===== src/rtl/core/gtic_pkg.sv =====
package gtic_pkg;

  // Defaults for the top-level parameters.
  localparam int TILING_DEF    = 10;
  localparam int MAX_LEVEL_DEF = 9;

  // Field widths.
  localparam int DIG_W  = 4;
  localparam int LAT_W  = 32;
  localparam int LON_W  = 33;
  localparam int SUM_W  = 34;
  localparam int WORK_W = 37;
  localparam int LVL_W  = 4;

  // Spans and bases in Q.24 degrees.
  localparam logic [SUM_W-1:0] LAT_SPAN = SUM_W'(64'd180 << 24);
  localparam logic [SUM_W-1:0] LON_SPAN = SUM_W'(64'd360 << 24);
  localparam logic [SUM_W-1:0] LAT_BASE = SUM_W'(64'd90 << 24);
  localparam logic [SUM_W-1:0] LON_BASE = SUM_W'(64'd180 << 24);

  // Stream packing.
  localparam int IN_DATA_W  = 80;
  localparam int OUT_DATA_W = 80;

  // Source of the value written into the output register.
  typedef enum logic [1:0] {
    OUT_DIGITS = 2'd0,
    OUT_EMPTY  = 2'd1,
    OUT_CORNER = 2'd2
  } out_kind_t;

  // Commands from the controller to the datapath.
  typedef struct packed {
    logic      capture;
    logic      enc_mul;
    logic      enc_step;
    logic      enc_next;
    logic      dec_mul;
    logic      dec_acc;
    logic      dec_clear;
    logic      out_write;
    out_kind_t out_kind;
  } cmd_t;

  // Status from the datapath to the controller.
  typedef struct packed {
    logic in_decode;
    logic in_has_coord;
    logic fin;
    logic step_zero;
    logic level_done;
    logic out_free;
  } status_t;

endpackage


===== src/rtl/core/gtic_ctrl.sv =====
module gtic_ctrl
  import gtic_pkg::*;
(
  input  logic    clk,
  input  logic    rst,
  input  logic    in_valid,
  output logic    in_ready,
  input  status_t st,
  output cmd_t    cmd
);

  typedef enum logic [7:0] {
    ST_IDLE     = 8'b00000001,
    ST_EMPTY    = 8'b00000010,
    ST_ENC_MUL  = 8'b00000100,
    ST_ENC_DIV  = 8'b00001000,
    ST_ENC_EMIT = 8'b00010000,
    ST_DEC_MUL  = 8'b00100000,
    ST_DEC_ACC  = 8'b01000000,
    ST_DEC_EMIT = 8'b10000000
  } state_t;

  state_t state;
  state_t state_next;

  // State register.
  always_ff @(posedge clk) begin
    if (rst) begin
      state <= ST_IDLE;
    end else begin
      state <= state_next;
    end
  end

  assign in_ready = (state == ST_IDLE);

  // Next state and command decode.
  always_comb begin
    state_next   = state;
    cmd          = '0;
    cmd.out_kind = OUT_DIGITS;
    case (state)
      ST_IDLE: begin
        if (in_valid) begin
          cmd.capture = 1'b1;
          if (st.in_decode) begin
            state_next = ST_DEC_MUL;
          end else if (st.in_has_coord) begin
            state_next = ST_ENC_MUL;
          end else begin
            state_next = ST_EMPTY;
          end
        end
      end
      ST_EMPTY: begin
        if (st.out_free) begin
          cmd.out_write = 1'b1;
          cmd.out_kind  = OUT_EMPTY;
          state_next    = ST_IDLE;
        end
      end
      ST_ENC_MUL: begin
        cmd.enc_mul = 1'b1;
        state_next  = ST_ENC_DIV;
      end
      ST_ENC_DIV: begin
        cmd.enc_step = 1'b1;
        if (st.step_zero) begin
          state_next = ST_ENC_EMIT;
        end
      end
      ST_ENC_EMIT: begin
        if (st.out_free) begin
          cmd.out_write = 1'b1;
          cmd.out_kind  = OUT_DIGITS;
          cmd.enc_next  = 1'b1;
          state_next    = st.level_done ? ST_IDLE : ST_ENC_MUL;
        end
      end
      ST_DEC_MUL: begin
        cmd.dec_mul = 1'b1;
        state_next  = ST_DEC_ACC;
      end
      ST_DEC_ACC: begin
        cmd.dec_acc = 1'b1;
        state_next  = st.fin ? ST_DEC_EMIT : ST_IDLE;
      end
      ST_DEC_EMIT: begin
        if (st.out_free) begin
          cmd.out_write = 1'b1;
          cmd.out_kind  = OUT_CORNER;
          cmd.dec_clear = 1'b1;
          state_next    = ST_IDLE;
        end
      end
      default: begin
        state_next = ST_IDLE;
      end
    endcase
  end

endmodule


===== src/rtl/core/gtic_dp.sv =====
module gtic_dp
  import gtic_pkg::*;
#(
  parameter int TILING    = TILING_DEF,
  parameter int MAX_LEVEL = MAX_LEVEL_DEF
) (
  input  logic                  clk,
  input  logic                  rst,
  input  cmd_t                  cmd,
  output status_t               st,
  input  logic [IN_DATA_W-1:0]  in_data,
  input  logic                  in_user,
  input  logic                  in_last,
  output logic                  out_valid,
  input  logic                  out_ready,
  output logic [OUT_DATA_W-1:0] out_data,
  output logic                  out_user,
  output logic                  out_last
);

  localparam int IDX_W = (MAX_LEVEL > 0) ? $clog2(MAX_LEVEL + 1) : 1;
  localparam logic [4:0]       TIL      = 5'(TILING);
  localparam logic [DIG_W-1:0] DIG_MAX  = DIG_W'(TILING - 1);
  localparam logic [LVL_W-1:0] LVL_MAX  = LVL_W'(MAX_LEVEL);

  // Tile size of one level, rounded down at every division.
  function automatic logic [SUM_W-1:0] tile_size(input logic [SUM_W-1:0] span,
                                                 input int idx);
    logic [SUM_W-1:0] s;
    s = span / TILING;
    for (int i = 0; i < 15; i++) begin
      if (i < idx) begin
        s = s / TILING;
      end
    end
    return s;
  endfunction

  logic [SUM_W-1:0] lat_size [MAX_LEVEL+1];
  logic [SUM_W-1:0] lon_size [MAX_LEVEL+1];

  for (genvar k = 0; k <= MAX_LEVEL; k++) begin : g_size
    assign lat_size[k] = tile_size(LAT_SPAN, k);
    assign lon_size[k] = tile_size(LON_SPAN, k);
  end

  // Input transaction fields.
  logic signed [LAT_W-1:0] f_lat;
  logic signed [LON_W-1:0] f_lon;
  logic                    f_has;
  logic [LVL_W-1:0]        f_level;
  logic [DIG_W-1:0]        f_lat_dig;
  logic [DIG_W-1:0]        f_lon_dig;
  logic [1:0]              f_corner;

  assign f_lat     = in_data[31:0];
  assign f_lon     = in_data[64:32];
  assign f_has     = in_data[65];
  assign f_level   = in_data[69:66];
  assign f_lat_dig = in_data[73:70];
  assign f_lon_dig = in_data[77:74];
  assign f_corner  = in_data[79:78];

  // Captured item.
  logic [LVL_W-1:0] depth;
  logic [DIG_W-1:0] lat_dig_q;
  logic [DIG_W-1:0] lon_dig_q;
  logic [1:0]       corner_q;
  logic             fin;

  // Encoder working registers.
  logic [WORK_W-1:0] lat_work;
  logic [WORK_W-1:0] lon_work;
  logic              lat_high;
  logic              lon_high;
  logic [DIG_W-1:0]  lat_quo;
  logic [DIG_W-1:0]  lon_quo;
  logic [1:0]        step;
  logic [LVL_W-1:0]  lvl;

  // Decoder state.
  logic [SUM_W-1:0]  lat_sum;
  logic [SUM_W-1:0]  lon_sum;
  logic [LVL_W-1:0]  levels_seen;
  logic [SUM_W+4:0]  lat_prod;
  logic [SUM_W+4:0]  lon_prod;

  // Coordinate offsets above the low edges.
  logic signed [SUM_W-1:0] lat_off;
  logic signed [SUM_W:0]   lon_off;
  logic                    lat_off_high;
  logic                    lon_off_high;

  assign lat_off = SUM_W'(f_lat) + signed'(LAT_BASE);
  assign lon_off = (SUM_W+1)'(f_lon) + signed'({1'b0, LON_BASE});
  assign lat_off_high = !lat_off[SUM_W-1] && (lat_off >= signed'(LAT_SPAN));
  assign lon_off_high = !lon_off[SUM_W] && (lon_off >= signed'({1'b0, LON_SPAN}));

  // Capture and encoder iteration.
  always_ff @(posedge clk) begin
    if (cmd.capture) begin
      depth     <= (f_level > LVL_MAX) ? LVL_MAX : f_level;
      lat_dig_q <= f_lat_dig;
      lon_dig_q <= f_lon_dig;
      corner_q  <= f_corner;
      fin       <= in_last;
      lat_high  <= lat_off_high;
      lon_high  <= lon_off_high;
      lat_work  <= (lat_off[SUM_W-1] || lat_off_high) ? '0 : WORK_W'(lat_off);
      lon_work  <= (lon_off[SUM_W] || lon_off_high) ? '0 : WORK_W'(lon_off);
      lvl       <= '0;
    end else if (cmd.enc_mul) begin
      lat_work <= WORK_W'(lat_work[32:0]) * WORK_W'(TIL);
      lon_work <= WORK_W'(lon_work[32:0]) * WORK_W'(TIL);
      lat_quo  <= '0;
      lon_quo  <= '0;
      step     <= 2'd3;
    end else if (cmd.enc_step) begin
      if (lat_work >= (WORK_W'(LAT_SPAN) << step)) begin
        lat_work       <= lat_work - (WORK_W'(LAT_SPAN) << step);
        lat_quo[step]  <= 1'b1;
      end
      if (lon_work >= (WORK_W'(LON_SPAN) << step)) begin
        lon_work       <= lon_work - (WORK_W'(LON_SPAN) << step);
        lon_quo[step]  <= 1'b1;
      end
      step <= step - 2'd1;
    end else if (cmd.enc_next) begin
      lvl <= lvl + LVL_W'(1);
    end
  end

  // Decoder digits, clamped, and on the last item bumped for the chosen corner.
  logic [4:0]       lat_term;
  logic [4:0]       lon_term;
  logic [LVL_W-1:0] idx_full;
  logic [IDX_W-1:0] idx;

  assign lat_term = 5'((lat_dig_q > DIG_MAX) ? DIG_MAX : lat_dig_q)
                  + 5'(fin & corner_q[0]);
  assign lon_term = 5'((lon_dig_q > DIG_MAX) ? DIG_MAX : lon_dig_q)
                  + 5'(fin & corner_q[1]);
  assign idx_full = (levels_seen > LVL_MAX) ? LVL_MAX : levels_seen;
  assign idx      = idx_full[IDX_W-1:0];

  always_ff @(posedge clk) begin
    if (cmd.dec_mul) begin
      lat_prod <= (SUM_W+5)'(lat_size[idx] * lat_term);
      lon_prod <= (SUM_W+5)'(lon_size[idx] * lon_term);
    end
  end

  // Running sums, saturating at the full span.
  logic [SUM_W+5:0] lat_acc;
  logic [SUM_W+5:0] lon_acc;

  assign lat_acc = (SUM_W+6)'(lat_sum) + (SUM_W+6)'(lat_prod);
  assign lon_acc = (SUM_W+6)'(lon_sum) + (SUM_W+6)'(lon_prod);

  always_ff @(posedge clk) begin
    if (rst || cmd.dec_clear) begin
      lat_sum     <= '0;
      lon_sum     <= '0;
      levels_seen <= '0;
    end else if (cmd.dec_acc) begin
      lat_sum <= (lat_acc > (SUM_W+6)'(LAT_SPAN)) ? LAT_SPAN : lat_acc[SUM_W-1:0];
      lon_sum <= (lon_acc > (SUM_W+6)'(LON_SPAN)) ? LON_SPAN : lon_acc[SUM_W-1:0];
      if (levels_seen != {LVL_W{1'b1}}) begin
        levels_seen <= levels_seen + LVL_W'(1);
      end
    end
  end

  // Output register; a new result may load while the old one is taken.
  logic [SUM_W-1:0] lat_corner;
  logic [SUM_W-1:0] lon_corner;
  logic [DIG_W-1:0] lat_dig_sel;
  logic [DIG_W-1:0] lon_dig_sel;

  assign lat_corner  = lat_sum - LAT_BASE;
  assign lon_corner  = lon_sum - LON_BASE;
  assign lat_dig_sel = lat_high ? DIG_MAX : lat_quo;
  assign lon_dig_sel = lon_high ? DIG_MAX : lon_quo;

  always_ff @(posedge clk) begin
    if (rst) begin
      out_valid <= 1'b0;
    end else if (cmd.out_write) begin
      out_valid <= 1'b1;
    end else if (out_ready) begin
      out_valid <= 1'b0;
    end
  end

  always_ff @(posedge clk) begin
    if (cmd.out_write) begin
      case (cmd.out_kind)
        OUT_DIGITS: begin
          out_data <= OUT_DATA_W'({lon_dig_sel, lat_dig_sel});
          out_user <= 1'b0;
          out_last <= (lvl == depth);
        end
        OUT_EMPTY: begin
          out_data <= '0;
          out_user <= 1'b1;
          out_last <= 1'b1;
        end
        OUT_CORNER: begin
          out_data <= OUT_DATA_W'({lon_corner[LON_W-1:0], lat_corner[LAT_W-1:0], 8'd0});
          out_user <= 1'b0;
          out_last <= 1'b1;
        end
        default: begin
          out_data <= '0;
          out_user <= 1'b0;
          out_last <= 1'b1;
        end
      endcase
    end
  end

  // Status to the controller.
  always_comb begin
    st.in_decode    = in_user;
    st.in_has_coord = f_has;
    st.fin          = fin;
    st.step_zero    = (step == 2'd0);
    st.level_done   = (lvl == depth);
    st.out_free     = !out_valid || out_ready;
  end

  a_lat_sum_bound : assert property (@(posedge clk) disable iff (rst)
    lat_sum <= LAT_SPAN) else $error("latitude sum above span");

  a_lon_sum_bound : assert property (@(posedge clk) disable iff (rst)
    lon_sum <= LON_SPAN) else $error("longitude sum above span");

  a_digit_range : assert property (@(posedge clk) disable iff (rst)
    (cmd.out_write && cmd.out_kind == OUT_DIGITS) |->
      (lat_quo <= DIG_MAX && lon_quo <= DIG_MAX))
    else $error("encoder digit out of range");

  a_clear_seen : assert property (@(posedge clk) disable iff (rst)
    cmd.dec_clear |=> (levels_seen == '0 && lat_sum == '0))
    else $error("decode state not cleared after corner result");

endmodule


===== src/rtl/core/geo_tile_index_codec_top.sv =====
// Encode: accept, then per level a tiling multiply, four restoring compare-subtract
// steps and an output load; with no coordinates, accept and then an output load.
// Decode: per level item accept, size multiply and saturating add, plus a load of
// the corner result on the last one.
// One item at a time; each output load also waits while the previous result is not taken.
// Reset clears the controller, the output valid and the decode sums and count.
module geo_tile_index_codec_top
  import gtic_pkg::*;
#(
  parameter int TILING    = TILING_DEF,
  parameter int MAX_LEVEL = MAX_LEVEL_DEF
) (
  input  logic                  clk,
  input  logic                  rst,
  input  logic                  s_axis_tvalid,
  output logic                  s_axis_tready,
  // lat_in, lon_in, has_coordinates, level, lat_digit_in, lon_digit_in,
  // corner
  input  logic [IN_DATA_W-1:0]  s_axis_tdata,
  // operation
  input  logic                  s_axis_tuser,
  input  logic                  s_axis_tlast,
  output logic                  m_axis_tvalid,
  input  logic                  m_axis_tready,
  // lat_digit, lon_digit, lat_out, lon_out, zero fill
  output logic [OUT_DATA_W-1:0] m_axis_tdata,
  // no_coordinates
  output logic                  m_axis_tuser,
  output logic                  m_axis_tlast
);

  cmd_t    cmd;
  status_t st;

  gtic_ctrl u_ctrl (
    .clk      (clk),
    .rst      (rst),
    .in_valid (s_axis_tvalid),
    .in_ready (s_axis_tready),
    .st       (st),
    .cmd      (cmd)
  );

  gtic_dp #(
    .TILING    (TILING),
    .MAX_LEVEL (MAX_LEVEL)
  ) u_dp (
    .clk       (clk),
    .rst       (rst),
    .cmd       (cmd),
    .st        (st),
    .in_data   (s_axis_tdata),
    .in_user   (s_axis_tuser),
    .in_last   (s_axis_tlast),
    .out_valid (m_axis_tvalid),
    .out_ready (m_axis_tready),
    .out_data  (m_axis_tdata),
    .out_user  (m_axis_tuser),
    .out_last  (m_axis_tlast)
  );

endmodule


===== config.mk =====
export PLATFORM = sky130hd
export DESIGN_NAME = geo_tile_index_codec_top
export DESIGN_NICKNAME = d
export VERILOG_FILES = /design/src/rtl/core/gtic_pkg.sv /design/src/rtl/core/gtic_ctrl.sv /design/src/rtl/core/gtic_dp.sv /design/src/rtl/core/geo_tile_index_codec_top.sv
export SDC_FILE = /design/constraint.sdc
export NUM_CORES = 1
export LEC_CHECK = 0
export ABC_CLOCK_PERIOD_IN_PS = 12790
export BUFFER_PORTS_ARGS = -buffer_cell sky130_fd_sc_hd__buf_2
export CAP_MARGIN = 20
export CORE_AREA = 2 2 247 249
export CTS_CLUSTER_SIZE = 12
export DETAILED_ROUTE_END_ITERATION = 8
export DIE_AREA = 0 0 249 251
export MAX_ROUTING_LAYER = met4
export PLACE_DENSITY = 0.69
export SLEW_MARGIN = 20
export SYNTH_ARGS = -nofsm -noshare
export SYNTH_HDL_FRONTEND = slang
export SYNTH_HIERARCHICAL = 1
export SYNTH_SLANG_ARGS = --single-unit

===== constraint.sdc =====
create_clock -name clk -period 12.79 [get_ports clk]
set_input_delay 0 -clock clk [delete_from_list [all_inputs] [get_ports clk]]
set_output_delay 0 -clock clk [all_outputs]
set_load 0.1 [all_outputs]

---- After elaboration in Yosys (flattened, before gate mapping) ----
Memory sizes are Yosys's and may differ from the RTL's.
Index checks and enable logic that the tools add are counted.
word-level totals
  register bits after elaboration ......... 346
  bits in latches ......................... 0
  bits in writable memories ............... 0
  memory bits (read-only) ................. 1088
  input port bits ......................... 86
  output and inout bits ................... 84
  word-level logic and storage cells ...... 163
  memories ................................ 2
operators by class
  add/sub/neg operators ................... 13
  multiply operators ...................... 4
  divide/modulo/power cells ............... 0
  $lt $le $gt $ge ......................... 13
  equal/unequal tests ..................... 16
  shift-type cells ........................ 2
  muxes and demuxes ....................... 54
  bitwise gates (word level) .............. 8
  reductions and logical operators ........ 28
memory list
  name              words  width  read ports  clocked after memory_dff  write ports  line            source
  (name not given)  16     34     1           0                         0            gtic_dp.sv:148  lat_prod <= (SUM_W+5)'(lat_size[idx] * lat_term);
  (name not given)  16     34     1           0                         0            gtic_dp.sv:149  lon_prod <= (SUM_W+5)'(lon_size[idx] * lon_term);
operators by type and width
  kind                                                                                   count
  37-bit two-way mux                                                                     10
  34-bit two-way mux                                                                     6
  73-bit one-hot mux with 2 select lines                                                 1
  34-bit by 39-bit adder with 40-bit output                                              2
  34-bit by 5-bit multiplier with 39-bit output                                          2
  37-bit greater-or-equal comparator                                                     2
  37-bit subtractor                                                                      2
  33-bit by 3-bit multiplier with 36-bit output, second input constant                   2
  8-bit one-hot mux with 7 select lines                                                  1
  40-bit by 32-bit greater-than comparator with 1-bit output, second input constant      1
  40-bit by 33-bit greater-than comparator with 1-bit output, second input constant      1
  4-bit two-way mux                                                                      10
  8-bit two-way mux                                                                      5
  32-bit by 2-bit << shifter with 37-bit output, first input constant                    1
  33-bit by 2-bit << shifter with 37-bit output, first input constant                    1
  35-bit by 34-bit greater-or-equal comparator with 1-bit output, second input constant  1
  33-bit by 33-bit adder with 34-bit output, second input constant                       1
  34-bit by 33-bit greater-or-equal comparator with 1-bit output, second input constant  1
  32-bit by 32-bit adder with 33-bit output, second input constant                       1
  33-bit by 32-bit subtractor with 33-bit output, second input constant                  1
  32-bit by 31-bit subtractor with 32-bit output, second input constant                  1
  4-bit greater-than comparator, second input constant                                   4
  1-bit two-way mux                                                                      13
  3-bit two-way mux                                                                      4
  38 further kinds                                                                       64

---- Longest topological paths before layout ----
Gate-level depths: netlist (run 1).
  depth in word-level cells ............... 7
  gate-level depth with buffers ........... 30

---- Cells and area by module ----
Netlist (run 1), hierarchy kept.
by module, submodules not included
  module     instances  cells each  area an instance (um2)  sequential area each (um2)
  gtic_dp    1          3093        29170.5                 8898.5
  gtic_ctrl  1          69          554.3                   160.2

---- Worst setup path before layout (run 1) ----
Ideal clock, no wire load.
  path kind ............................... register to register
  start point ............................. register u_dp.levels_seen[3]
  end point ............................... register u_dp.lon_prod[32], data pin
  data arrival time ....................... 6406 ps
  required time ........................... 12532 ps
  slack ................................... 6127 ps
  stages on the path, launching flop included .. 28
  period minus slack after synthesis ...... 6663 ps
  path through ............................ dfxtp_1 > clkbuf_1 > clkbuf_1 > clkbuf_1 > nor2_1 > inv_1 > ha_1 > nand2_1 > or2_2 > clkbuf_1 > a21oi_1 > fa_1 > fa_1 > inv_1 > fa_1 > inv_1 > ha_1 > a2111oi_0 > nand2b_1 > a21oi_1 > o31a_1 > o21ai_0 > o21a_1 > a41o_1 > o41a_1 > a21o_1 > a21oi_1 > xnor2_1
on the way
  cells in the longest elaborated chain, start to end .. 7
ends and longest elaborated chain
  what                                                      line            source
  start: declaration                                        gtic_dp.sv:84   logic [LVL_W-1:0] levels_seen;
  start signal: assignment                                  gtic_dp.sv:169  levels_seen <= levels_seen + LVL_W'(1);
  4-bit greater-than comparator                             gtic_dp.sv:143  assign idx_full = (levels_seen > LVL_MAX) ? LVL_MAX : levels_seen;
  4-bit two-way mux *                                       gtic_dp.sv:143
  4-bit inverter with 5-bit output (implied by the code) *  gtic_dp.sv:149
  memory 16 x 34 bit *                                      --
  34-bit two-way mux (implied by the code) * (2 in a row)   gtic_dp.sv:149
  34-bit by 5-bit multiplier with 39-bit output *           gtic_dp.sv:149
  end signal: assignment                                    gtic_dp.sv:149
  end: declaration                                          gtic_dp.sv:86   logic [SUM_W+4:0] lon_prod;
Every way passes the cells marked *; elsewhere a longest branch is shown, timed or not. The select of a mux whose other input is x is not followed.
A chain may end at the register's enable or synchronous reset.

---- Final worst setup path (run 1) ----
  start point ............................. register u_dp.levels_seen[2]
  end point ............................... register u_dp.lon_prod[33], data pin
Same word-level chain as after synthesis.

==> results of run 1 <==
## routing by layer
| metal | part of all wire (%) | track usage, % |
|---|---|---|
| met1 | 46 | 33.3 |
| met4 | 2.4 | 6.79 |
| met3 | 5.4 | 2.64 |
| met2 | 47 | 40.7 |
| met5 | 0 | - |
## cell families after synthesis
family          count (synthesis)  synth area share, %
simple gates                  942                 15.9
flops                         330                 30.5
buf+inv                       378                 4.97
mux                            19                0.644
compound gates                824                 19.0
xor+xnor                      194                 5.72
fa+ha+maj                     473                 23.3
other cells                     2               0.0253
## flip-flops by register name, summed over array words and instances, names as in the netlist, 8 cells and up
signal and cells:
u_dp/lon_work 37, u_dp/lon_sum 34, u_dp/lon_prod 35, u_dp/out_data 73, u_dp/lat_sum 34, u_dp/lat_prod 34
u_dp/lat_work 37, u_ctrl/state 8
## critical path, stage by stage, from the launching register on
cell	delay (ns)
dfxtp_1	0.78
inv_1	0.36
o21ai_0	0.16
nand2_1	0.07
nand2_1	0.19
inv_1	0.13
ha_1	0.31
nand2_1	0.14
o21ai_0	0.12
o21a_1	0.27
nand2b_1	0.12
fa_1	0.44
fa_1	0.51
fa_1	0.54
inv_1	0.04
ha_1	0.33
a21oi_1	0.28
nor4_1	0.11
nor4b_1	0.65
o22ai_1	0.28
a41o_1	0.35
a311o_1	0.34
a211o_1	0.29
a21o_1	0.18
a21oi_1	0.20
o21ai_0	0.14
## how the worst min path moves through the flow
stage                              to              from  cells past startpoint  slack (ns)
CTS                 u_dp/lon_work[27]  s_axis_tdata[59]                      4        0.02
finish              u_dp/lon_work[31]  s_axis_tdata[63]                      4        0.06
global route        u_dp/lon_work[31]  s_axis_tdata[63]                      4        0.08
floorplan             u_ctrl/state[7]               rst                      1        0.07
global placement    u_dp/lat_dig_q[2]  s_axis_tdata[72]                      1        0.18
detailed placement  u_dp/lat_dig_q[3]  s_axis_tdata[73]                      1        0.19
## cells in the mapped netlist, drive strengths merged, types with 22 or more instances
cell and n:
nor2b 29, or3 29, a31oi 28, and2 107
o21bai 24, nor4 31, and3 39, a21oi 206
ha 340, nor2 242, o21a 33, nand2b 36
nand2 222, o21ai 165, fa 133, inv 264
nand4 23, a21o 112, nand3 69, a22o 33
nor3 44, edfxtp 245, a22oi 22, clkbuf 92
xor2 83, xnor2 111, o41ai 22, dfxtp 85
## report_power, final
part           leakage, nW  switching, mW  internal (mW)
clock                0.666          0.458          0.721
combinational         11.5          0.959          0.660
sequential            2.87         0.0859           1.29
total                 15.1           1.50           2.67
## area by class of cell
type | count | area, um2 | area share (%)
multi-input combinational | 2510 | 19500 | 57.7
sequential | 330 | 9060 | 26.9
timing repair buffer | 271 | 1850 | 5.49
clock buffer | 56 | 1130 | 3.36
inverter | 265 | 995 | 2.95
tap | 782 | 978 | 2.90
clock inverter | 17 | 225 | 0.668
## placed cells by master, fill, tap and decap left out, types with 28 or more instances in the layout
cell type	netlist	routed
a22o_1	33	33
fa_1	133	133
o21ai_0	164	164
nor2_1	242	239
ha_1	340	340
edfxtp_1	245	245
nand3_1	69	69
xor2_1	83	83
dlygate4sd3_1	0	88
a21oi_1	205	204
nor3_1	44	44
clkbuf_16	0	41
dfxtp_1	85	85
and2_1	107	106
and3_1	39	38
inv_1	264	264
o21a_1	33	33
nor2b_1	29	28
a21o_1	112	112
nand2_1	222	222
or3_1	29	29
buf_2	5	162
conb_1	2	58
nor4_1	30	30
xnor2_1	111	111
nand2b_1	36	35
## metrics by stage
stage | utilization (%) | hold slack, ns | std cells | setup slack [ns]
2_1_floorplan | - | 0.0691 | 3218 | 6.13
3_3_place_gp | 52.6 | 0.178 | 4070 | 5.43
3_5_place_dp | 52.6 | 0.185 | 4070 | 5.29
4_1_cts | 56.3 | 0.0194 | 4231 | 5.26
5_1_grt | 56.4 | 0.0811 | 4231 | 4.71
6_report | 56.4 | 0.0639 | 4231 | 5.19
## timing repair
action | 4_1_cts | 5_1_grt
hold buffers | 88 | 0
hold endpoints to repair | 89 | 0
resized for setup | 0 | 0
==> summary.md, run 1 <==
| Metric | Value |
|---|---|
| Highest clock rate | 132 MHz |
| Area leader, netlist | edfxtp_1 |
| X dimension of the die | 249 um |
| Final Cycle Share | 59.4% |
| Flip-flop and latch count after synthesis | 330 |
| Clock latency of the later-clocked register in the worst-skew pair | 0.57 ns |
| Final Net Count | 3977 |
| Crit path DAT | 7.89 ns |
| Number of vias after detailed routing | 24300 |
| Class of the most critical hold timing path | input pin to flop |
| Startpoint type of the worst setup path | flop |
| Post-synthesis sequential area ratio | 30.5% |
| Post-Syn Area | 29700 um2 |
| Layout Cell Area excl Fill | 33700 um2 |
| Launch point of the worst path | u_dp/levels_seen[2] |
| Minimum period implied by the final worst setup slack | 7.60 ns |
| Vias in the first global route | 23500 |
| Height of the die | 251 um |
| Number of levels in the clock H-tree | 2 |
| Post-DP Area | 31500 um2 |
| Length of the first detailed-routing pass in iterations | 6 |
| Fraction of layout cells with a size suffix above 1 | 8.87% |
| Core region area | 59800 um2 |
| Setup repair after global routing missed its margin | false |
| Max-slew headroom at the worst pin | 29.2% |
| Filler Cells Inserted | 5296 |
| Die area | 62500 um2 |
| Pin count of the biggest net entering global routing | 65 |
| Status | finished, final reports clean |
| Worst-Margin Slew | 1.06 ns |
| Number of design rule violations left after detail routing | 0 |
| Peak supply drop | 0.000115 V |
| Number of cells on the worst reg-to-reg path | 25 |
| Top-level I/O count | 170 |
| Yosys synthesis warning count | 6 |
| Number of failing setup endpoints in the final timing report | 0 |
| Root buffer cell | clkbuf_16 |
| Remaining antenna violation count after routing | 0 |
| Cell count after synthesis | 3162 |
| Maximum buffer depth of the clock tree | 3 |
| Critical path capture point type | flop |
| CTS tree | yes |
| Leakage power summed over all cells | 15.1 nW |
| Total clock sinks | 330 |
| Max Clock Skew | 0.0172 ns |
| Aggregate global routing overflow | 0 |
| Detailed placer's ending HPWL | 57500 um |
| Wire length reported by the detailed router | 75900 um |
| Number of input and output port buffers inserted | 162 |
| Reg2reg setup slack | 5.19 ns |
| Req. time, crit path | 13.08 ns |
| Number of enable flip-flop cells after synthesis | 245 |
| Final Max Slew Viols | 0 |
| Final hold vios | 0 |
| Routed wirelength normalized by instance count | 17.9 um |
| CTS clk-pin slew, worst paths | 0.06 ns |
| Synthesized area per cell | 9.40 um2 |
| Proportion of netlist area held by the largest area contributor | 24.8% |
| Reg2Reg Capture Point | u_dp/lon_prod[33] |
| Number of maximum-capacitance violations | 0 |
| Wire length of the first global-routing pass | 124000 um |
| Total track usage | 25.0% |
| Number of antenna violations at the first check in global routing | 0 |
| Row count | 90 |
| Drt via density | 5.74 |
| Starting DRC count in detailed routing | 1641 |
| Post-CTS setup repair buffer count | 0 |
| Effective utilization at floorplan | 49.7% |
| Area growth from synthesis to layout | 13.4% |
| Critical path start-end classification | flop to flop |
| Yosys cell types | 94 |
| Fraction of synthesis flops using an asynchronous set or reset pin | 0% |
| Power density over the cells | 124 nW/um2 |
| TNS Setup | 0 ns |
| TritonCTS buffer count | 40 |
| Total Power Consumption | 4.17 mW |
| Start of the worst register-to-register path | u_dp/levels_seen[2] |
| RePlAce Congestion | 0.974 |
| Leading register cell type out of synthesis | edfxtp_1 |
| Antenna Diode Count | 0 |
| Maximum net fanout on the critical path | 23 |
| Top cells by area, synth | edfxtp_1 (25%), ha_1 (14%), fa_1 (9.0%) |
| Capturing element of the worst setup path | u_dp/lon_prod[33] |
Power figures use the tool's default switching activity.
==> inputs of run 2 (changes only) <==
--- a/config.mk
+++ b/config.mk
@@ -5,7 +5,7 @@
 export SDC_FILE = /design/constraint.sdc
 export NUM_CORES = 1
 export LEC_CHECK = 0
-export ABC_CLOCK_PERIOD_IN_PS = 12790
+export ABC_CLOCK_PERIOD_IN_PS = 7100
 export BUFFER_PORTS_ARGS = -buffer_cell sky130_fd_sc_hd__buf_2
 export CAP_MARGIN = 20
 export CORE_AREA = 2 2 247 249
==> constraint.sdc (replaced) <==
create_clock -name clk -period 7.1 [get_ports clk]
set_input_delay 0 -clock clk [delete_from_list [all_inputs] [get_ports clk]]
set_output_delay 0 -clock clk [all_outputs]
set_load 0.1 [all_outputs]
==> run 2 against run 1 <==
Against the previous run:
- routed wire length up 0.65%
- combinational power up 81%
- register-to-register slack worse by 4.7 ns
- setup slack worse by 4.7 ns
- non-clock buffer count up 9
- critical path type unchanged
- via count down 0.21%
- count of clock-buffer cells in the layout down 6
- sequential share of layout area down 0.083 points
- sequential power up 80%
- first-iteration DRC count up 3.4%
- sequential cell count unchanged
- global-route usage up 0.26 points
==> summary.md, run 2 (synthesis gave the netlist of run 1 again) <==
| Metric | Value |
|---|---|
| Setup repair after global routing missed its margin | false |
| Count of buffer and inverter cells on the critical path | 6 (+3) |
| Vias in the first global route | 23900 (+1.6%) |
| Wire length of the first global-routing pass | 125000 um (+0.59%) |
| Worst-Margin Slew | 1.06 ns (+0.00289 ns) |
| Cell Count, Final, Fillers Out | 4244 (+0.31%) |
| Largest register by flop count | u_dp/out_data |
| Most numerous cell on the critical path | inv_1 |
| Layout Cell Area excl Fill | 33800 um2 (+0.32%) |
| Startpoint type of the worst setup path | flop |
| CTS tree | yes |
| Remaining antenna violation count after routing | 0 (unchanged) |
| Critical path capture point type | flop |
| Number of design rule violations left after detail routing | 0 (unchanged) |
| Dpl cells | 4078 (+0.20%) |
| Delay of the slowest critical-path stage | 0.54 ns (-0.24 ns) |
| Number of vias after detailed routing | 24300 (-0.21%) |
| Maximum net fanout on the critical path | 8 (-65%) |
| Leakage power summed over all cells | 15.1 nW (+0.32%) |
| Critical path start-end classification | flop to flop |
| TritonCTS buffer count | 41 (+2.5%) |
| Wire length reported by the detailed router | 76400 um (+0.65%) |
| Area growth from synthesis to layout | 13.7% |
| Switching power as a share of total power | 36.7% (+0.70 points) |
| Final Cycle Share | 93.5% (+34 points) |
| Effective utilization at floorplan | 49.7% (unchanged) |
| Fraction of layout cells with a size suffix above 1 | 9.56% (+0.69 points) |
| Number of maximum-capacitance violations | 0 (unchanged) |
| Number of failing setup endpoints in the final timing report | 0 (unchanged) |
| Number of levels in the clock H-tree | 2 (unchanged) |
| Final Max Slew Viols | 0 (unchanged) |
| Most common library cell in the layout ignoring fill and taps | ha_1 |
| Worst path top cell family by delay | adder cells |
| Total clock sinks | 330 (unchanged) |
| Hold path startpoint | s_axis_tdata[30] |
| Starting DRC count in detailed routing | 1696 (+3.4%) |
| Row count | 90 (unchanged) |
| Status | finished, final reports clean |
| Die area | 62500 um2 (unchanged) |
| Power density over the cells | 222 nW/um2 (+80%) |
| Final hold vios | 0 (unchanged) |
| WHS | 0.0240 ns (-0.0399 ns) |
| Req. time, crit path | 7.39 ns (-5.69 ns) |
| Peak supply drop | 0.000258 V (+120%) |
| Minimum period implied by the final worst setup slack | 6.64 ns (-0.956 ns) |
| TNS Setup | 0 ns (unchanged) |
| Final Worst Setup Slack | 0.459 ns (-4.73 ns) |
| Highest clock rate | 151 MHz (+14%) |
| Max-slew headroom at the worst pin | 29.0% (-0.19 points) |
| Total track usage | 25.3% (+0.26 points) |
| Cell at the slowest stage of the critical path | fa_1 |
| Cell-internal power | 4.75 mW (+78%) |
| Power spent charging and discharging nets | 2.76 mW (+84%) |
| Maximum buffer depth of the clock tree | 3 (unchanged) |
| Drt via density | 5.71 (-0.52%) |
| X dimension of the die | 249 um (unchanged) |
| Pin count of the biggest net entering global routing | 71 (+9.2%) |
| Post-CTS setup repair buffer count | 0 (unchanged) |
| Height of the die | 251 um (unchanged) |
| Length of the first detailed-routing pass in iterations | 5 (-1) |
| Number of cells on the worst reg-to-reg path | 28 (+12%) |
| Start of the worst register-to-register path | u_dp/levels_seen[0] |
| RePlAce Congestion | 0.973 (-0.12%) |
| Reg2Reg Capture Point | u_dp/lon_prod[33] |
| Number of antenna violations at the first check in global routing | 1 (+1) |
| Number of input and output port buffers inserted | 162 (unchanged) |
| Class of the most critical hold timing path | input pin to flop |
| Launch point of the worst path | u_dp/levels_seen[0] |
| Routed wirelength normalized by instance count | 18.0 um (+0.35%) |
| CTS clk-pin slew, worst paths | 0.06 ns (about the same) |
| Most frequent cells in the layout | ha_1 (340), inv_1 (263), edfxtp_1 (245) |
| Minimum setup slack after placement | 0.251 ns (-5.03 ns) |
| Capturing element of the worst setup path | u_dp/lon_prod[33] |
| Aggregate global routing overflow | 0 (unchanged) |
| Crit path DAT | 6.93 ns (-0.96 ns) |
| Reg2reg setup slack | 0.46 ns (-4.73 ns) |
| Clock latency of the later-clocked register in the worst-skew pair | 0.58 ns (about the same) |
| Crit. path cell count | 28 (+12%) |
| Number of flip-flops under the largest register name | 73 (unchanged) |
| Final Net Count | 3987 (+0.25%) |
| Root buffer cell | clkbuf_16 |
| Top-level I/O count | 170 (unchanged) |
| Proportion of power drawn by flip-flops and latches | 32.9% (about the same) |
| Proportion of power drawn by combinational gates | 39.1% (+0.3 points) |
| Clock network fraction of design power | 28.0% (-0.3 points) |
| Biggest regs | u_dp/out_data (73), u_dp/lat_work (37), u_dp/lon_work (37) |
| Post-DP Area | 31500 um2 (+0.21%) |
| Core region area | 59800 um2 (unchanged) |
| Max Clock Skew | 0.0286 ns (+0.0114 ns) |
| Detailed placer's ending HPWL | 58000 um (+0.78%) |
==> run 2: cell types whose count changed in the layout (fill, tap and decap cells not counted), moves of 3 or more <==
| cell | before | now |
|---|---|---|
| clkbuf_8 | 5 | 2 |
| clkinv_2 | 4 | 10 |
| clkbuf_1 | 10 | 7 |
| clkinvlp_4 | 0 | 3 |
| buf_4 | 21 | 29 |
==> run 2: timing repair <==
action / in CTS / in global routing
hold endpoints to repair: 88 / 0
resized for setup: 0 / 11
endpoints found under the setup margin: 0 / 5
hold buffers: 88 / 0
==> run 2: worst register-to-register path: cells and delay by family (launching register included) <==
| family | cells | cell delay [ns] |
|---|---|---|
| AO/OA/AOI/OAI | 10 | 2.16 |
| adder cells (fa/ha/maj) | 6 | 2.37 |
| AND/OR/NAND/NOR | 6 | 0.85 |
| buffers and inverters | 6 | 0.60 |
| flip-flops | 1 | 0.41 |
==> run 2: power groups by stage <==
stage	clock [mW]	combinational [mW]	sequential, mW
5_1_grt	2.22	3.30	2.49
4_1_cts	2.15	2.91	2.47
2_1_floorplan	0	2.17	2.53
3_3_place_gp	0	2.81	2.51
6_report	2.10	2.94	2.47
3_5_place_dp	0	2.84	2.51
==> run 2: how the worst min path moves through the flow <==
stage | depth (start not counted) | to
after floorplan | 1 | u_ctrl/state[7]
after global placement | 1 | u_dp/lon_dig_q[0]
after detailed placement | 1 | u_dp/lon_dig_q[0]
after CTS | 4 | u_dp/lat_work[30]
after global routing | 4 | u_dp/lat_work[30]
final | 4 | u_dp/lat_work[30]
==> run 2: per-layer routing <==
metal / vias up / routed length (um) / track usage [%]
met1: 11500 / 34700 / 33.2
li1: 11900 / - / -
met4: 0 / 2120 / 7.32
met5: - / 0 / -
met2: 693 / 35500 / 41.2
met3: 122 / 4090 / 3.04
==> run 2: area by class of cell <==
class                      instances  area [um2]
fill                            5302       26000
multi-input combinational       2510       19500
sequential                       330        9060
timing repair buffer             280        1920
clock buffer                      50        1080
inverter                         265         995
tap                              782         978
clock inverter                    26         272
antenna                            1        2.50
==> run 2: through the flow <==
stage          power, mW  utilization (%)
6_report            7.51             56.5
5_1_grt             8.01             56.5
4_1_cts             7.53             56.4
3_5_place_dp        5.35             52.7
3_3_place_gp        5.32             52.7
2_1_floorplan       4.70                -
==> inputs of run 3 (changes only) <==
--- a/config.mk
+++ b/config.mk
@@ -5,7 +5,7 @@
 export SDC_FILE = /design/constraint.sdc
 export NUM_CORES = 1
 export LEC_CHECK = 0
-export ABC_CLOCK_PERIOD_IN_PS = 7100
+export ABC_CLOCK_PERIOD_IN_PS = 6940
 export BUFFER_PORTS_ARGS = -buffer_cell sky130_fd_sc_hd__buf_2
 export CAP_MARGIN = 20
 export CORE_AREA = 2 2 247 249
==> constraint.sdc (replaced) <==
create_clock -name clk -period 6.94 [get_ports clk]
set_input_delay 0 -clock clk [delete_from_list [all_inputs] [get_ports clk]]
set_output_delay 0 -clock clk [all_outputs]
set_load 0.1 [all_outputs]
==> run 3 against run 2 <==
Against the previous run:
- clock skew is 0.015 ns lower
- worst hold slack better by 0.0084 ns
- critical path depth stayed put
- die area stayed put
- combinational power is 1% higher
- non-clock buffer count is 9 higher
- count of clock-buffer cells in the layout is 4 higher
- largest cell class unchanged
- clock power hardly changed
- register-to-register slack worse by 0.04 ns
- largest power group unchanged
==> summary.md, run 3 (synthesis gave the netlist of run 1 again) <==
| Metric | Value |
|---|---|
| Fraction of layout cells with a size suffix above 1 | 9.57% (about the same) |
| Worst path top cell family by delay | adder cells |
| Startpoint type of the worst setup path | flop |
| Wire length reported by the detailed router | 75400 um (-1.3%) |
| Final hold vios | 0 (unchanged) |
| Number of flip-flops under the largest register name | 73 (unchanged) |
| Minimum period implied by the final worst setup slack | 6.52 ns (-0.120 ns) |
| Crit. path cell count | 28 (unchanged) |
| WHS | 0.0324 ns (+0.00838 ns) |
| Power density over the cells | 226 nW/um2 (+1.5%) |
| Core region area | 59800 um2 (unchanged) |
| Most numerous cell on the critical path | inv_1 |
| Final core area utilization | 56.6% (+0.071 points) |
| Total Power Consumption | 7.64 mW (+1.7%) |
| Aggregate global routing overflow | 0 (unchanged) |
| Proportion of power drawn by combinational gates | 39.0% (about the same) |
| Worst-Margin Slew | 1.06 ns (-0.00335 ns) |
| Power spent charging and discharging nets | 2.76 mW (+0.13%) |
| CTS clk-pin slew, worst paths | 0.06 ns (about the same) |
| Clock latency of the later-clocked register in the worst-skew pair | 0.56 ns (-0.02 ns) |
| Number of cells on the worst reg-to-reg path | 28 (unchanged) |
| Remaining antenna violation count after routing | 0 (unchanged) |
| Switching power as a share of total power | 36.2% (-0.55 points) |
| Root buffer cell | clkbuf_16 |
| Final Cycle Share | 94.0% (+0.42 points) |
| Effective utilization at floorplan | 49.7% (unchanged) |
| Final Net Count | 3995 (+0.20%) |
| Max-slew headroom at the worst pin | 27.4% (-1.6 points) |
| Number of vias after detailed routing | 24300 (+0.24%) |
| Total track usage | 25.0% (-0.30 points) |
| TNS Setup | 0 ns (unchanged) |
| X dimension of the die | 249 um (unchanged) |
| Clock network fraction of design power | 27.8% (-0.2 points) |
| Height of the die | 251 um (unchanged) |
| Cell-internal power | 4.88 mW (+2.5%) |
| Count of buffer and inverter cells on the critical path | 6 (unchanged) |
| Vias in the first global route | 23700 (-0.86%) |
| Delay of the slowest critical-path stage | 0.55 ns (about the same) |
| Cell at the slowest stage of the critical path | fa_1 |
| Final Max Slew Viols | 0 (unchanged) |
| Number of failing setup endpoints in the final timing report | 0 (unchanged) |
| Number of antenna violations at the first check in global routing | 3 (+2) |
| Routed wirelength normalized by instance count | 17.7 um (-1.4%) |
| Detailed placer's ending HPWL | 57700 um (-0.52%) |
| Pin count of the biggest net entering global routing | 71 (unchanged) |
| Proportion of power drawn by flip-flops and latches | 33.1% (+0.2 points) |
| Largest register by flop count | u_dp/out_data |
| RePlAce Congestion | 0.955 (-1.8%) |
| Req. time, crit path | 7.23 ns (-0.16 ns) |
| Die area | 62500 um2 (unchanged) |
| Class of the most critical hold timing path | input pin to flop |
| TritonCTS buffer count | 40 (-2.4%) |
| Biggest regs | u_dp/out_data (73), u_dp/lat_work (37), u_dp/lon_work (37) |
| CTS tree | yes |
| Length of the first detailed-routing pass in iterations | 6 (+1) |
| Total clock sinks | 330 (unchanged) |
| Area growth from synthesis to layout | 13.9% |
| Critical path capture point type | flop |
| Number of levels in the clock H-tree | 2 (unchanged) |
| Number of maximum-capacitance violations | 0 (unchanged) |
| Number of input and output port buffers inserted | 162 (unchanged) |
| Most frequent cells in the layout | ha_1 (340), inv_1 (263), edfxtp_1 (245) |
| Peak supply drop | 0.000240 V (-7.1%) |
| Starting DRC count in detailed routing | 1736 (+2.4%) |
| Worst hold path cell count | 4 (unchanged) |
| Filler Cells Inserted | 5269 (-0.62%) |
| Most common library cell in the layout ignoring fill and taps | ha_1 |
| Maximum net fanout on the critical path | 8 (unchanged) |
| Crit path DAT | 6.81 ns (-0.12 ns) |
| Row count | 90 (unchanged) |
| Number of design rule violations left after detail routing | 0 (unchanged) |
| Critical path start-end classification | flop to flop |
| Maximum buffer depth of the clock tree | 3 (unchanged) |
| Highest clock rate | 153 MHz (+1.8%) |
| Wire length of the first global-routing pass | 124000 um (-0.78%) |
| Status | finished, final reports clean |
| Drt via density | 5.72 (about the same) |
| Max Clock Skew | 0.0132 ns (-0.0154 ns) |
| Leakage power summed over all cells | 15.1 nW (+0.18%) |
| Top-level I/O count | 170 (unchanged) |
## run 3: cell count changes in the layout (fill, tap and decap cells not counted), sizes merged
cell,change
dlygate4sd3,+2
clkbuf,+5
clkinv,-6
buf,+6
diode,+1
## run 3: timing repair
action	CTS	global route
hold buffers	90	0
setup buffers	0	1
setup endpoints to repair	0	7
resized for setup	0	12
endpoints found under the hold margin	87	0
## run 3: worst register-to-register path: cells and delay by family, from the launching register on
family / cells / cell delay [ns]
buffers and inverters: 6 / 0.59
adder cells (fa/ha/maj): 6 / 2.32
AND/OR/NAND/NOR: 6 / 0.84
AO/OA/AOI/OAI: 10 / 2.12
flip-flops: 1 / 0.39
## run 3: cell type report
cell class	instances	area [um2]	share of cell area [%]
multi-input combinational	2510	19500	57.5
sequential	330	9060	26.8
timing repair buffer	289	1990	5.89
clock buffer	54	1120	3.30
inverter	265	995	2.94
tap	782	978	2.89
clock inverter	20	219	0.647
antenna	2	5.00	0.0148
## run 3: path summary, 6_finish.rpt
path                                          start  slack [ns]                 to
worst min-delay path               s_axis_tdata[59]        0.03  u_dp/lon_work[27]
worst max register to register  u_dp/levels_seen[1]        0.42  u_dp/lon_prod[33]
worst max-delay path            u_dp/levels_seen[1]        0.42  u_dp/lon_prod[33]
worst min register to register      u_dp/lat_sum[3]        0.49    u_dp/lat_sum[3]
## run 3: routing by layer
layer	vias up	track usage [%]	share of wire, %
met4	0	7.71	3.0
met2	702	40.1	46
met5	-	-	0
li1	12000	-	-
met3	129	3.61	5.5
met1	11500	32.8	46
## run 3: stage by stage
step / instance area, um2 / cells / worst slack, ns
2_1_floorplan: 29900 / 3218 / 0.277
3_3_place_gp: 31500 / 4082 / 0.308
3_5_place_dp: 31600 / 4083 / 0.155
4_1_cts: 33800 / 4247 / 0.125
5_1_grt: 33800 / 4252 / -0.000656
6_report: 33800 / 4252 / 0.419
## run 3: power by group through the flow
stage	combinational, mW	clock [mW]	sequential (mW)
2_1_floorplan	2.22	0	2.59
3_3_place_gp	2.86	0	2.57
3_5_place_dp	2.89	0	2.57
4_1_cts	2.96	2.18	2.53
5_1_grt	3.35	2.25	2.55
6_report	2.98	2.13	2.53
